$ cat src/hdl/sofcrc_pkg.sv
// ----------------------------------------------------------------------------
// sofcrc_pkg
// Shared types, constants and CRC helpers for the start-of-frame CRC
// frame unpacker.
// ----------------------------------------------------------------------------
package sofcrc_pkg;

   // frame layout
   localparam int OVERHEAD = 9;
   localparam int STORE_AW = 6;
   localparam int BANK_AW = STORE_AW + 1;
   localparam logic [7:0] START_RESET = 8'hA5;
   localparam logic [6:0] POS_CMD_LO = 7'd5;
   localparam logic [6:0] POS_CMD_HI = 7'd6;
   localparam logic [6:0] POS_PAYLOAD = 7'd7;
   localparam logic [7:0] CRC8_INIT = 8'hFF;
   localparam logic [15:0] CRC16_INIT = 16'hFFFF;
   localparam logic [7:0] CRC8_POLY = 8'h8C;
   localparam logic [15:0] CRC16_POLY = 16'h8408;

   // parser position within a frame
   typedef enum logic [2:0] {
      PS_HUNT,
      PS_LEN_LO,
      PS_LEN_HI,
      PS_SEQ,
      PS_HCRC,
      PS_BODY
   } parse_step_type;

   // one accepted frame waiting for release
   typedef struct packed {
      logic                bank;
      logic [STORE_AW-1:0] len;
      logic [15:0]         cmd;
   } desc_type;

   // payload store write port
   typedef struct packed {
      logic               en;
      logic [BANK_AW-1:0] addr;
      logic [7:0]         data;
   } store_wr_type;

   // bank handed back once its last entry has been read
   typedef struct packed {
      logic en;
      logic bank;
   } bank_rel_type;

   // reflected crc8, one byte
   function automatic logic [7:0] crc8_absorb(input logic [7:0] crc, input logic [7:0] b);
      logic [7:0] c;
      c = crc ^ b;
      for (int i = 0; i < 8; i++) begin
         c = c[0] ? ((c >> 1) ^ CRC8_POLY) : (c >> 1);
      end
      return c;
   endfunction

   // reflected crc16, one byte
   function automatic logic [15:0] crc16_absorb(input logic [15:0] crc, input logic [7:0] b);
      logic [15:0] c;
      c = crc ^ {8'h00, b};
      for (int i = 0; i < 8; i++) begin
         c = c[0] ? ((c >> 1) ^ CRC16_POLY) : (c >> 1);
      end
      return c;
   endfunction

endpackage

$ cat src/hdl/sofcrc_front.sv
// ----------------------------------------------------------------------------
// sofcrc_front
// Byte parser: hunts for the start byte, checks length and header CRC8,
// runs the frame CRC16, writes payload bytes into a free store bank and
// queues a descriptor for every frame whose CRC16 is good.
// ----------------------------------------------------------------------------
module sofcrc_front #(
   parameter int FRAME_LIMIT = 64
) (
   input  logic                   clock,
   input  logic                   reset,
   input  logic                   req_valid,
   output logic                   req_stall,
   input  logic [7:0]             req_in_byte,
   input  logic                   csr_wr,
   input  logic [7:0]             csr_start_byte,
   output logic                   push_valid,
   output sofcrc_pkg::desc_type   push_desc,
   output sofcrc_pkg::store_wr_type store_wr,
   input  sofcrc_pkg::bank_rel_type bank_rel
);
   import sofcrc_pkg::*;

   localparam logic [15:0] LEN_LIMIT = 16'(FRAME_LIMIT - OVERHEAD);

   parse_step_type state_ff, state_in;
   logic [6:0]  cnt_ff, cnt_in;
   logic [7:0]  len_lo_ff, len_lo_in;
   logic [STORE_AW-1:0] len_ff, len_in;
   logic [7:0]  hcrc_ff, hcrc_in;
   logic [15:0] fcrc_ff, fcrc_in;
   logic [15:0] cmd_ff, cmd_in;
   logic [7:0]  start_ff, start_in;
   logic        wr_bank_ff, wr_bank_in;
   logic [1:0]  busy_ff, busy_in;

   logic        acc;
   logic [7:0]  b;
   logic [7:0]  hcrc_nx;
   logic [15:0] fcrc_nx;
   logic [6:0]  cnt_nx;
   logic [15:0] len_full;
   logic        len_ok;
   logic [6:0]  total;
   logic        frame_end;
   logic [6:0]  pay_idx;
   logic        in_payload;

   assign req_stall = busy_ff[wr_bank_ff];
   assign acc       = req_valid && !req_stall;
   assign b         = req_in_byte;

   // per-byte arithmetic
   assign hcrc_nx    = crc8_absorb(hcrc_ff, b);
   assign fcrc_nx    = crc16_absorb(fcrc_ff, b);
   assign cnt_nx     = cnt_ff + 7'd1;
   assign len_full   = {b, len_lo_ff};
   assign len_ok     = len_full < LEN_LIMIT;
   assign total      = 7'(OVERHEAD) + {1'b0, len_ff};
   assign frame_end  = cnt_nx >= total;
   assign pay_idx    = cnt_ff - POS_PAYLOAD;
   assign in_payload = (cnt_ff >= POS_PAYLOAD) && (pay_idx < {1'b0, len_ff});

   // next state
   always_comb begin
      state_in = state_ff;
      if (acc) begin
         unique case (state_ff)
            PS_HUNT:   state_in = (b == start_ff) ? PS_LEN_LO : PS_HUNT;
            PS_LEN_LO: state_in = PS_LEN_HI;
            PS_LEN_HI: state_in = len_ok ? PS_SEQ : PS_HUNT;
            PS_SEQ:    state_in = PS_HCRC;
            PS_HCRC:   state_in = (hcrc_ff == b) ? PS_BODY : PS_HUNT;
            PS_BODY:   state_in = frame_end ? PS_HUNT : PS_BODY;
            default:   state_in = PS_HUNT;
         endcase
      end
   end

   // datapath and outputs
   always_comb begin
      cnt_in     = cnt_ff;
      len_lo_in  = len_lo_ff;
      len_in     = len_ff;
      hcrc_in    = hcrc_ff;
      fcrc_in    = fcrc_ff;
      cmd_in     = cmd_ff;
      wr_bank_in = wr_bank_ff;
      push_valid = 1'b0;
      store_wr.en   = 1'b0;
      store_wr.addr = {wr_bank_ff, pay_idx[STORE_AW-1:0]};
      store_wr.data = b;
      if (acc) begin
         unique case (state_ff)
            PS_HUNT: begin
               if (b == start_ff) begin
                  hcrc_in = crc8_absorb(CRC8_INIT, b);
                  fcrc_in = crc16_absorb(CRC16_INIT, b);
                  cnt_in  = 7'd1;
               end else begin
                  cnt_in = 7'd0;
               end
            end
            PS_LEN_LO: begin
               len_lo_in = b;
               hcrc_in   = hcrc_nx;
               fcrc_in   = fcrc_nx;
               cnt_in    = cnt_nx;
            end
            PS_LEN_HI: begin
               len_in = len_full[STORE_AW-1:0];
               if (len_ok) begin
                  hcrc_in = hcrc_nx;
                  fcrc_in = fcrc_nx;
                  cnt_in  = cnt_nx;
               end else begin
                  hcrc_in = CRC8_INIT;
                  fcrc_in = CRC16_INIT;
                  cnt_in  = 7'd0;
               end
            end
            PS_SEQ: begin
               hcrc_in = hcrc_nx;
               fcrc_in = fcrc_nx;
               cnt_in  = cnt_nx;
            end
            PS_HCRC: begin
               if (hcrc_ff == b) begin
                  fcrc_in = fcrc_nx;
                  cnt_in  = cnt_nx;
               end else begin
                  hcrc_in = CRC8_INIT;
                  fcrc_in = CRC16_INIT;
                  cnt_in  = 7'd0;
               end
            end
            PS_BODY: begin
               if (cnt_ff == POS_CMD_LO) begin
                  cmd_in = {8'h00, b};
               end else if (cnt_ff == POS_CMD_HI) begin
                  cmd_in = {b, cmd_ff[7:0]};
               end else if (in_payload) begin
                  store_wr.en = 1'b1;
               end
               fcrc_in = fcrc_nx;
               cnt_in  = cnt_nx;
               if (frame_end) begin
                  hcrc_in = CRC8_INIT;
                  fcrc_in = CRC16_INIT;
                  cnt_in  = 7'd0;
                  // residue of zero means the received crc matched
                  if (fcrc_nx == 16'h0000) begin
                     push_valid = 1'b1;
                     wr_bank_in = !wr_bank_ff;
                  end
               end
            end
            default: begin
               hcrc_in = CRC8_INIT;
               fcrc_in = CRC16_INIT;
               cnt_in  = 7'd0;
            end
         endcase
      end
   end

   assign push_desc.bank = wr_bank_ff;
   assign push_desc.len  = len_ff;
   assign push_desc.cmd  = cmd_ff;

   // bank ownership: set when a frame is queued, cleared when released
   always_comb begin
      busy_in = busy_ff;
      if (bank_rel.en) begin
         busy_in[bank_rel.bank] = 1'b0;
      end
      if (push_valid) begin
         busy_in[wr_bank_ff] = 1'b1;
      end
   end

   assign start_in = csr_wr ? csr_start_byte : start_ff;

   always_ff @(posedge clock) begin
      if (reset) begin
         state_ff   <= PS_HUNT;
         cnt_ff     <= 7'd0;
         hcrc_ff    <= CRC8_INIT;
         fcrc_ff    <= CRC16_INIT;
         cmd_ff     <= 16'h0000;
         len_lo_ff  <= 8'h00;
         len_ff     <= '0;
         start_ff   <= START_RESET;
         wr_bank_ff <= 1'b0;
         busy_ff    <= 2'b00;
      end else begin
         state_ff   <= state_in;
         cnt_ff     <= cnt_in;
         hcrc_ff    <= hcrc_in;
         fcrc_ff    <= fcrc_in;
         cmd_ff     <= cmd_in;
         len_lo_ff  <= len_lo_in;
         len_ff     <= len_in;
         start_ff   <= start_in;
         wr_bank_ff <= wr_bank_in;
         busy_ff    <= busy_in;
      end
   end

endmodule

$ cat src/hdl/sofcrc_fifo.sv
// ----------------------------------------------------------------------------
// sofcrc_fifo
// Two-entry descriptor queue between the parser and the release logic.
// ----------------------------------------------------------------------------
module sofcrc_fifo (
   input  logic                 clock,
   input  logic                 reset,
   input  logic                 push,
   input  sofcrc_pkg::desc_type push_desc,
   input  logic                 pop,
   output logic                 pop_valid,
   output sofcrc_pkg::desc_type pop_desc
);
   import sofcrc_pkg::*;

   desc_type   entry_ff [2];
   logic       wr_ptr_ff, wr_ptr_in;
   logic       rd_ptr_ff, rd_ptr_in;
   logic [1:0] count_ff, count_in;

   assign pop_valid = count_ff != 2'd0;
   assign pop_desc  = entry_ff[rd_ptr_ff];

   // pointer and fill count update
   always_comb begin
      wr_ptr_in = push ? !wr_ptr_ff : wr_ptr_ff;
      rd_ptr_in = pop ? !rd_ptr_ff : rd_ptr_ff;
      count_in  = count_ff;
      if (push && !pop) begin
         count_in = count_ff + 2'd1;
      end else if (pop && !push) begin
         count_in = count_ff - 2'd1;
      end
   end

   always_ff @(posedge clock) begin
      if (reset) begin
         wr_ptr_ff <= 1'b0;
         rd_ptr_ff <= 1'b0;
         count_ff  <= 2'd0;
      end else begin
         wr_ptr_ff <= wr_ptr_in;
         rd_ptr_ff <= rd_ptr_in;
         count_ff  <= count_in;
      end
   end

   // entry storage
   always_ff @(posedge clock) begin
      if (push) begin
         entry_ff[wr_ptr_ff] <= push_desc;
      end
   end

endmodule

$ cat src/hdl/sofcrc_back.sv
// ----------------------------------------------------------------------------
// sofcrc_back
// Release side: holds the two-bank payload store and walks one queued frame at
// a time, one payload byte per cycle unless stalled, into a registered result stage.
// ----------------------------------------------------------------------------
module sofcrc_back (
   input  logic                     clock,
   input  logic                     reset,
   input  sofcrc_pkg::store_wr_type store_wr,
   input  logic                     q_valid,
   input  sofcrc_pkg::desc_type     q_desc,
   output logic                     q_pop,
   output sofcrc_pkg::bank_rel_type bank_rel,
   output logic                     rsp_valid,
   input  logic                     rsp_stall,
   output logic [15:0]              rsp_command_id,
   output logic [7:0]               rsp_payload_byte,
   output logic [5:0]               rsp_byte_position,
   output logic [5:0]               rsp_payload_length,
   output logic                     rsp_has_payload,
   output logic                     rsp_last_of_frame
);
   import sofcrc_pkg::*;

   logic [7:0] store_mem [2**BANK_AW];

   // frame being released
   logic                act_valid_ff, act_valid_in;
   logic                act_bank_ff;
   logic [STORE_AW-1:0] act_len_ff;
   logic [15:0]         act_cmd_ff;
   logic [STORE_AW-1:0] act_idx_ff, act_idx_in;

   // read in flight
   logic                rd_pend_ff, rd_pend_in;
   logic [7:0]          rd_data_ff;
   logic [15:0]         pend_cmd_ff;
   logic [STORE_AW-1:0] pend_idx_ff;
   logic [STORE_AW-1:0] pend_len_ff;
   logic                pend_has_ff;
   logic                pend_last_ff;

   // result register
   logic                out_valid_ff, out_valid_in;
   logic [15:0]         out_cmd_ff;
   logic [7:0]          out_data_ff;
   logic [STORE_AW-1:0] out_pos_ff;
   logic [STORE_AW-1:0] out_len_ff;
   logic                out_has_ff;
   logic                out_last_ff;

   logic out_free;
   logic issue;
   logic act_last;
   logic act_has;

   assign out_free = !out_valid_ff || !rsp_stall;
   assign issue    = act_valid_ff && (!rd_pend_ff || out_free);
   assign act_has  = act_len_ff != '0;
   assign act_last = !act_has || ((act_idx_ff + STORE_AW'(1)) == act_len_ff);
   assign q_pop    = q_valid && (!act_valid_ff || (issue && act_last));

   assign bank_rel.en   = issue && act_last;
   assign bank_rel.bank = act_bank_ff;

   // control updates
   always_comb begin
      act_valid_in = act_valid_ff;
      act_idx_in   = act_idx_ff;
      if (issue) begin
         act_idx_in = act_idx_ff + STORE_AW'(1);
         if (act_last) begin
            act_valid_in = 1'b0;
         end
      end
      if (q_pop) begin
         act_valid_in = 1'b1;
         act_idx_in   = '0;
      end
      rd_pend_in   = issue ? 1'b1 : (out_free ? 1'b0 : rd_pend_ff);
      out_valid_in = out_free ? rd_pend_ff : out_valid_ff;
   end

   always_ff @(posedge clock) begin
      if (reset) begin
         act_valid_ff <= 1'b0;
         act_idx_ff   <= '0;
         rd_pend_ff   <= 1'b0;
         out_valid_ff <= 1'b0;
      end else begin
         act_valid_ff <= act_valid_in;
         act_idx_ff   <= act_idx_in;
         rd_pend_ff   <= rd_pend_in;
         out_valid_ff <= out_valid_in;
      end
   end

   // descriptor load
   always_ff @(posedge clock) begin
      if (q_pop) begin
         act_bank_ff <= q_desc.bank;
         act_len_ff  <= q_desc.len;
         act_cmd_ff  <= q_desc.cmd;
      end
   end

   // payload store
   always_ff @(posedge clock) begin
      if (store_wr.en) begin
         store_mem[store_wr.addr] <= store_wr.data;
      end
      if (issue) begin
         rd_data_ff <= store_mem[{act_bank_ff, act_idx_ff}];
      end
   end

   // side data that travels with the read
   always_ff @(posedge clock) begin
      if (issue) begin
         pend_cmd_ff  <= act_cmd_ff;
         pend_idx_ff  <= act_idx_ff;
         pend_len_ff  <= act_len_ff;
         pend_has_ff  <= act_has;
         pend_last_ff <= act_last;
      end
   end

   // result register
   always_ff @(posedge clock) begin
      if (out_free) begin
         out_cmd_ff  <= pend_cmd_ff;
         out_data_ff <= pend_has_ff ? rd_data_ff : 8'h00;
         out_pos_ff  <= pend_idx_ff;
         out_len_ff  <= pend_len_ff;
         out_has_ff  <= pend_has_ff;
         out_last_ff <= pend_last_ff;
      end
   end

   assign rsp_valid          = out_valid_ff;
   assign rsp_command_id     = out_cmd_ff;
   assign rsp_payload_byte   = out_data_ff;
   assign rsp_byte_position  = out_pos_ff;
   assign rsp_payload_length = out_len_ff;
   assign rsp_has_payload    = out_has_ff;
   assign rsp_last_of_frame  = out_last_ff;

endmodule

$ cat src/hdl/sof_crc_frame_unpacker.sv
// ----------------------------------------------------------------------------
// sof_crc_frame_unpacker
// Hunts a byte stream for CRC-protected frames and releases the payload of
// every good frame as a run of results tagged with the command id.
// ----------------------------------------------------------------------------
// Usage:
//   req_* carries one received byte per item; an item is taken on a clock
//   edge with req_valid high and req_stall low. The parser absorbs one byte per
//   cycle unless stalled, in that cycle updating the frame CRC16 and, for header bytes ahead of it, the header CRC8.
//   rsp_* gives one result per payload byte (one marked result for an empty
//   payload), held stable while rsp_stall is high.
//   With the release side idle, once the last CRC byte of a good frame is taken,
//   its first result goes through the descriptor queue, the active-frame register,
//   the store read and the result register; after that results flow one per cycle while rsp_stall is low.
//   Payload goes to one of two store banks; req_stall rises only while the
//   parser's next bank still holds a frame not yet fully read out, so
//   bytes keep flowing at one per cycle unless a good frame ends while the
//   frame before it is still being released.
//   csr_* writes the start byte (always ready); write it only while idle.
//   Synchronous reset: parser hunts, start byte is 0xA5, queue and result
//   register are empty. There is no clearing pass.
// ----------------------------------------------------------------------------
module sof_crc_frame_unpacker #(
   parameter int FRAME_LIMIT = 64
) (
   input  logic        clock,
   input  logic        reset,
   input  logic        req_valid,
   output logic        req_stall,
   input  logic [7:0]  req_in_byte,
   output logic        rsp_valid,
   input  logic        rsp_stall,
   output logic [15:0] rsp_command_id,
   output logic [7:0]  rsp_payload_byte,
   output logic [5:0]  rsp_byte_position,
   output logic [5:0]  rsp_payload_length,
   output logic        rsp_has_payload,
   output logic        rsp_last_of_frame,
   input  logic        csr_valid,
   output logic        csr_ready,
   input  logic [7:0]  csr_start_byte
);
   import sofcrc_pkg::*;

   logic         push_valid;
   desc_type     push_desc;
   store_wr_type store_wr;
   bank_rel_type bank_rel;
   logic         q_valid;
   desc_type     q_desc;
   logic         q_pop;

   assign csr_ready = 1'b1;

   // parser
   sofcrc_front #(
      .FRAME_LIMIT(FRAME_LIMIT)
   ) u_front (
      .clock         (clock),
      .reset         (reset),
      .req_valid     (req_valid),
      .req_stall     (req_stall),
      .req_in_byte   (req_in_byte),
      .csr_wr        (csr_valid && csr_ready),
      .csr_start_byte(csr_start_byte),
      .push_valid    (push_valid),
      .push_desc     (push_desc),
      .store_wr      (store_wr),
      .bank_rel      (bank_rel)
   );

   // frame queue
   sofcrc_fifo u_fifo (
      .clock    (clock),
      .reset    (reset),
      .push     (push_valid),
      .push_desc(push_desc),
      .pop      (q_pop),
      .pop_valid(q_valid),
      .pop_desc (q_desc)
   );

   // release
   sofcrc_back u_back (
      .clock             (clock),
      .reset             (reset),
      .store_wr          (store_wr),
      .q_valid           (q_valid),
      .q_desc            (q_desc),
      .q_pop             (q_pop),
      .bank_rel          (bank_rel),
      .rsp_valid         (rsp_valid),
      .rsp_stall         (rsp_stall),
      .rsp_command_id    (rsp_command_id),
      .rsp_payload_byte  (rsp_payload_byte),
      .rsp_byte_position (rsp_byte_position),
      .rsp_payload_length(rsp_payload_length),
      .rsp_has_payload   (rsp_has_payload),
      .rsp_last_of_frame (rsp_last_of_frame)
   );

endmodule
$ cat config.mk
export PLATFORM = sky130hd
export DESIGN_NAME = sof_crc_frame_unpacker
export DESIGN_NICKNAME = d
export VERILOG_FILES = /design/src/hdl/sofcrc_pkg.sv /design/src/hdl/sofcrc_front.sv /design/src/hdl/sofcrc_fifo.sv /design/src/hdl/sofcrc_back.sv /design/src/hdl/sof_crc_frame_unpacker.sv
export SDC_FILE = /design/constraint.sdc
export NUM_CORES = 1
export LEC_CHECK = 0
export BUFFER_PORTS_ARGS = -buffer_cell sky130_fd_sc_hd__buf_2
export CAP_MARGIN = 0
export CORE_AREA = 3 3 389 199
export DETAILED_ROUTE_END_ITERATION = 10
export DIE_AREA = 0 0 392 202
export PLACE_DENSITY_LB_ADDON = 0.15
export SYNTH_ARGS = -nofsm -noshare
export SYNTH_HDL_FRONTEND = slang
export SYNTH_SLANG_ARGS = --single-unit
$ cat constraint.sdc
create_clock -name clock -period 9.1 [get_ports clock]
set_input_delay 1.82 -clock clock [delete_from_list [all_inputs] [get_ports clock]]
set_output_delay 1.82 -clock clock [all_outputs]
set_load 0.01 [all_outputs]
**Yosys cells after proc, flatten, opt, wreduce, memory -nomap -nowiden**

Memory sizes are Yosys's and may differ from the RTL's. A register that Yosys moved wholly into a read port is not among the register bits.
Cells that the tools add are included.

- Add/sub/neg operators: 6
- Multipliers: 0
- Divide/modulo/power cells: 0
- Order comparisons: 8
- Equal/unequal tests: 13
- Shift operators: 0
- Multiplexer cells: 82
- Bitwise operators: 39
- Reductions and logical operators: 43

Operator list:

| operator | count |
|---|---|
| 16-bit 2-to-1 mux | 22 |
| 8-bit 2-to-1 mux | 20 |
| 2-bit NOT with 3-bit output | 32 |
| 16-bit one-hot mux with 5 select lines | 1 |
| 8-bit one-hot mux with 5 select lines | 1 |
| 7-bit one-hot mux with 5 select lines | 1 |
| 1-bit 2-to-1 mux | 24 |
| 7-bit 2-to-1 mux | 3 |
| 3-bit one-hot mux with 6 select lines | 1 |
| 8-bit == test | 2 |
| 16-bit logical NOT | 1 |
| 16-bit by 6-bit less-than comparator with 1-bit output, second input constant | 1 |
| 8-bit NOT with 16-bit output | 1 |
| 16-bit by 8-bit bitwise XOR with 16-bit output | 1 |
| 7-bit by 3-bit == test with 1-bit output, second input constant | 2 |
| 2-bit nonzero test | 6 |
| 1-bit logical NOT | 11 |
| 2-bit 2-to-1 mux | 5 |
| 1-bit logical AND | 9 |
| 8-bit NOT | 1 |
| 2-bit AND reduction | 4 |
| 4-bit AND reduction | 2 |
| 8-bit bitwise XOR | 1 |
| 4-bit by 6-bit adder with 7-bit output, first input constant | 1 |
| other kinds (26) | 38 |

- Flip-flop bits (word level): 156
- Latch bits: 0
- Bits in writable memories: 1070
- Memory bits (read-only): 0
- Output and inout port bits: 41
- Memories kept: 2

Memory list:

| name | words | bits a word | read ports | clocked after Yosys merged registers in | write ports | RTL line | text |
|---|---|---|---|---|---|---|---|
| u_back.store_mem | 128 | 8 | 1 | 1 | 1 | sofcrc_back.sv:25 | `logic [7:0] store_mem [2**BANK_AW];` |
| u_fifo.entry_ff | 2 | 23 | 1 | 1 | 1 | sofcrc_fifo.sv:16 | `desc_type entry_ff [2];` |

**Longest topological paths before layout**

- Word-level depth: 26
- Depth in mapped cells: 14
- Mapped depth without buffers: 13

**Modules after synthesis**

A second synthesis with hierarchy kept.

- Cells, all modules: 2470
- Area, all modules: 50006.7 um^2

By module, submodules not included:

| module | instances | cells an instance | area each (um^2) |
|---|---|---|---|
| sofcrc_back | 1 | 1806 | 43055.0 |
| sofcrc_front | 1 | 570 | 5083.6 |
| sofcrc_fifo | 1 | 92 | 1856.8 |
| sof_crc_frame_unpacker | 1 | 2 | 11.3 |

**Worst setup path before layout**

Ideal clock, no wire load.

- Path kind: input-to-reg
- Start: input rsp_stall
- End: register u_fifo.count_ff[1]
- Library setup time: 0.071 ns
- Arrival time: 4.368 ns
- Setup slack: 4.661 ns
- Stages: 9
- Buffers on the path: 0
- Cells stage by stage: nand3_1 -> nand2_1 -> clkinv_1 -> o221ai_2 -> a21oi_4 -> inv_2 -> ha_1 -> or3_1 -> a21oi_1

- Cells in the longest elaborated chain, start to end: 10

RTL lines:

| what | RTL line | text |
|---|---|---|
| start, declared | sof_crc_frame_unpacker.sv:32 | `input logic rsp_stall,` |
| 1-bit logical NOT * | sofcrc_back.sv:57 | `assign out_free = !out_valid_ff \|\| !rsp_stall;` |
| 1-bit logical OR * | sofcrc_back.sv:57 |  |
| 1-bit logical OR * | sofcrc_back.sv:58 | `assign issue = act_valid_ff && (!rd_pend_ff \|\| out_free);` |
| 1-bit logical AND * | sofcrc_back.sv:58 |  |
| named net u_back.issue | sofcrc_back.sv:53 | `logic issue;` |
| 1-bit logical AND * | sofcrc_back.sv:61 | `assign q_pop = q_valid && (!act_valid_ff \|\| (issue && act_last));` |
| 1-bit logical OR * | sofcrc_back.sv:61 |  |
| 1-bit logical AND * | sofcrc_back.sv:61 |  |
| named net q_pop | sof_crc_frame_unpacker.sv:51 | `logic q_pop;` |
| 1-bit logical NOT | sofcrc_fifo.sv:29 | `if (push && !pop) begin` |
| 1-bit logical AND | sofcrc_fifo.sv:29 |  |
| 2-bit 2-to-1 mux or 2-bit nonzero test (tied branches) | - |  |
| end signal, assigned | sofcrc_fifo.sv:44 | `count_ff <= count_in;` |
| end, declared | sofcrc_fifo.sv:19 | `logic [1:0] count_ff, count_in;` |

Mark *: on every way through the listed nets, which the timed path passes. The rest lies on a longest branch.
A chain may end at the register's enable or synchronous reset.

**Worst setup path after layout**

- Start: input req_in_byte[6]
- End: memory u_fifo.entry_ff[1][3] in the netlist's numbering, enable pin

- Cells in the longest elaborated chain, start to end: 17

RTL lines:

| what | RTL line | text |
|---|---|---|
| start, declared | sof_crc_frame_unpacker.sv:30 | `input logic [7:0] req_in_byte,` |
| 16-bit by 8-bit bitwise XOR with 16-bit output * | sofcrc_pkg.sv:64 | `c = crc ^ {8'h00, b};` |
| 16-bit 2-to-1 mux * (2 in series) | sofcrc_pkg.sv:66 | `c = c[0] ? ((c >> 1) ^ CRC16_POLY) : (c >> 1);` |
| 2-bit NOT with 3-bit output (no source line) | - |  |
| 16-bit 2-to-1 mux * (6 in series) | sofcrc_pkg.sv:66 |  |
| 16-bit logical NOT * | sofcrc_front.sv:152 | `if (fcrc_nx == 16'h0000) begin` |
| 1-bit 2-to-1 mux * | sofcrc_front.sv:152 |  |
| 1-bit 2-to-1 mux * | sofcrc_front.sv:147 | `if (frame_end) begin` |
| 1-bit 2-to-1 mux * | sofcrc_front.sv:94 | `unique case (state_ff)` |
| 1-bit 2-to-1 mux * | sofcrc_front.sv:93 | `if (acc) begin` |
| 1-bit 2-to-1 mux * | sofcrc_fifo.sv:50 | `if (push) begin` |
| 1-bit 2-to-1 mux (implied by the code) * | sofcrc_fifo.sv:51 | `entry_ff[wr_ptr_ff] <= push_desc;` |
| end, declared | sofcrc_fifo.sv:16 |  |

Every way passes the cells marked *; elsewhere a longest branch is shown, timed or not.

==> impl_metrics.env <==
export IMPL_synth_common_cells="1169 x edfxtp_1, 256 x mux4_2, 214 x nor2_1, 103 x nand2_1, 88 x dfxtp_1"
export IMPL_rows=71
export IMPL_post_cts_resized=0
export IMPL_end_kind="flop"
export IMPL_arrival_ns=5.15
export IMPL_syn_inst=2668
export IMPL_placed_area_um2=50900
export IMPL_overflow=0
export IMPL_grt_busiest_layer="met1"
export IMPL_criticalPathCategory="in -> reg"
export IMPL_hp_start="u_back.act_cmd_ff[12]"
export IMPL_use_met3_pct=11.6
export IMPL_rsz0062_at_grt="false"
export IMPL_cap_viol_max_count=0
export IMPL_synth_area_leaders="edfxtp_1 71%, mux4_2 12%, dfxtp_1 3.6%"
export IMPL_max_slew_margin_rel_pct=24.8
export IMPL_p_per_area_nw_per_um2=233
export IMPL_ir_drop_mv=0.230
export IMPL_start_util_pct=66.7
export IMPL_gr_usage_met1_pct=48.8
export IMPL_worstSkewPairLatency_ns=0.70
export IMPL_drc=0
export IMPL_netlist_area_um2=49600
export IMPL_finalPower_mw=12.6
export IMPL_drtIter0Drc=3843
export IMPL_cts_made_buffers=101
export IMPL_clock_sinks=1257
export IMPL_vias_per_cell=6.90
export IMPL_drive_above_1_share_pct=19.6
export IMPL_antenna_found_initial=7
export IMPL_htreeDepth=3
export IMPL_r2r_end="u_back.rd_data_ff[7]"
export IMPL_hold_buffers=0
export IMPL_holdPathStages=0
export IMPL_antenna_cells=0
export IMPL_hold_violations=0
export IMPL_setup_worst_path_start_class="primary input"
export IMPL_cts_tree="built"
export IMPL_postCtsSetupRepairBufs=0
export IMPL_ioPinCount=62
export IMPL_slew_violations=0
export IMPL_hold_path_endpoint="u_back.pend_cmd_ff[12]"
export IMPL_vias=26200
export IMPL_synth_area_leader_cell="edfxtp_1"
export IMPL_clock_path_buffers=3
export IMPL_grt_usage_pct=30.3
export IMPL_yosysMostFrequentCell="edfxtp_1"
export IMPL_synth_seq_area_share_pct=74.3
export IMPL_nets=2775
export IMPL_layout_min_cycle_time_ns=4.84
export IMPL_cts_root_buf="clkbuf_16"
export IMPL_grt_pass1_wl_mm=173
export IMPL_path_max_fanout=66
export IMPL_ys_warn_count=0
export IMPL_synthFlopType="edfxtp_1"
export IMPL_min_period_over_period_pct=53.2
export IMPL_first_pass_iters=5
export IMPL_dpl_hpwl_mm=72.1
export IMPL_die_h_um=202
export IMPL_reg2reg_slack_ns=4.52
export IMPL_setup_tns_ns=0
export IMPL_utilization_pct=72.9
export IMPL_async_flop_share_pct=0
export IMPL_postLayoutCellArea_um2=54300
export IMPL_grt_max_degree=106
export IMPL_fmax_mhz=207
export IMPL_clk_pin_slew_ns=0.06
export IMPL_cp_required_ns=9.42
export IMPL_grt_pass1_vias=25500
export IMPL_reg2reg_depth=7
export IMPL_synth_top_area_share_pct=70.7
export IMPL_dieArea_um2=79200
export IMPL_synth_edff_count=1169
export IMPL_whs_ns=0.420
export IMPL_p_leak_nw=16.9
export IMPL_post_drt_wl_per_cell_um=30.8
export IMPL_reg2reg_from="u_back.act_idx_ff[2]"
export IMPL_syn_nets=2708
export IMPL_yosysUniqueCellTypes=74
export IMPL_syn_to_final_growth_pct=9.38
export IMPL_final_antenna_net_count=0
export IMPL_finalWeightedCongestion=0.895
export IMPL_ys_ff_latch=1257
export IMPL_syn_avg_cell_area_um2=18.6
export IMPL_wirelength_mm=117
export IMPL_setup_viol=0
export IMPL_die_w_um=392
export IMPL_core_area_um2=74400
export IMPL_io_buffer_count=60
export IMPL_hp_class="reg -> reg"
export IMPL_tightest_slew_ns=1.13
export IMPL_skew_ns=0.0270
export IMPL_run_status="completed"
export IMPL_globalRouteMet2Util_pct=39.8
how the worst max path moves through the flow:
stage                        start                endpoint  slack [ns]
finish              req_in_byte[6]   u_fifo.entry_ff[1][3]        4.26
global route        req_in_byte[6]  u_fifo.entry_ff[1][13]        4.04
CTS                 req_in_byte[6]   u_fifo.entry_ff[1][6]        4.29
detailed placement  req_in_byte[6]   u_fifo.entry_ff[1][3]        3.52
global placement    req_in_byte[2]   u_fifo.entry_ff[0][7]        3.62
floorplan                rsp_stall      u_fifo.count_ff[1]        4.66
flip-flops by register name, summed over array words and instances (netlist names), 6 cells and up:
signal,flops
u_back.rsp_command_id,16
u_back.pend_cmd_ff,16
u_back.rd_data_ff,8
u_back.act_len_ff,6
u_back.act_idx_ff,6
u_front.len_ff,6
u_back.pend_len_ff,6
u_front.cnt_ff,7
u_back.rsp_payload_byte,8
u_back.rsp_payload_length,6
u_back.store_mem,1024
u_back.pend_idx_ff,6
u_front.start_ff,8
u_back.act_cmd_ff,16
u_front.len_lo_ff,8
u_front.fcrc_ff,16
u_back.rsp_byte_position,6
u_front.cmd_ff,16
u_fifo.entry_ff,46
u_front.hcrc_ff,8
layout make-up:
| type | instances | area (µm²) |
|---|---|---|
| inverters | 27 | 103 |
| flip-flops and latches | 1257 | 36900 |
| clock inverters | 62 | 666 |
| fillers | 4335 | 20200 |
| well taps | 985 | 1230 |
| multi-input cells | 1247 | 12100 |
| repair buffers | 101 | 641 |
| clock buffers | 122 | 2680 |
worst max-delay path, stage by stage:
cell       delay [ns]
buf_4            0.71
xor2_1           0.20
or3_4            0.38
a2111oi_4        0.38
o2111ai_2        0.30
nor3_1           0.36
and2_1           0.93
cells in the final DEF, fill, tap and decap left out, types with 16 or more instances in the layout:
master	count
a211oi_1	36
a21oi_1	50
a221oi_1	17
a22oi_1	18
a31oi_1	21
and2_1	32
buf_2	52
buf_4	48
clkbuf_1	16
clkbuf_16	103
clkinv_1	22
clkinv_2	17
dfxtp_1	85
edfxtp_1	1169
ha_1	19
inv_1	21
mux2_2	23
mux2i_1	75
mux4_2	256
nand2_1	103
nand3_1	57
nand4_1	18
nor2_1	212
nor3_1	22
o21ai_0	56
xnor2_1	61
xor2_1	38
report_power, final:
group          internal (mW)  switching, mW
sequential              6.48          0.102
clock                   2.47           2.02
combinational          0.708          0.841
total                   9.66           2.97
cells by family (layout without fill, tap and decap cells):
family	count (synthesis)	after routing	share of synthesized area (%)
other cells	1	1	0.00756
fa+ha+maj	19	19	0.479
simple gates	497	497	4.52
mux	355	355	13.7
buf+inv	164	312	1.36
compound gates	272	272	3.77
xor+xnor	103	103	1.89
flops	1257	1257	74.3
through the flow:
step	cells	worst slack [ns]
2_1_floorplan	2668	4.66
3_3_place_gp	3617	3.62
3_5_place_dp	3617	3.52
4_1_cts	3801	4.29
5_1_grt	3801	4.04
6_report	3801	4.26
per-layer routing:
| layer | wire (µm) | up-vias | share of wire, % |
|---|---|---|---|
| li1 | - | 10900 | - |
| met1 | 49200 | 13300 | 42 |
| met2 | 48500 | 1854 | 41 |
| met3 | 17200 | 171 | 15 |
| met4 | 2230 | 4 | 1.9 |
| met5 | 63 | - | 0.054 |
Power figures use the tool's default switching activity.
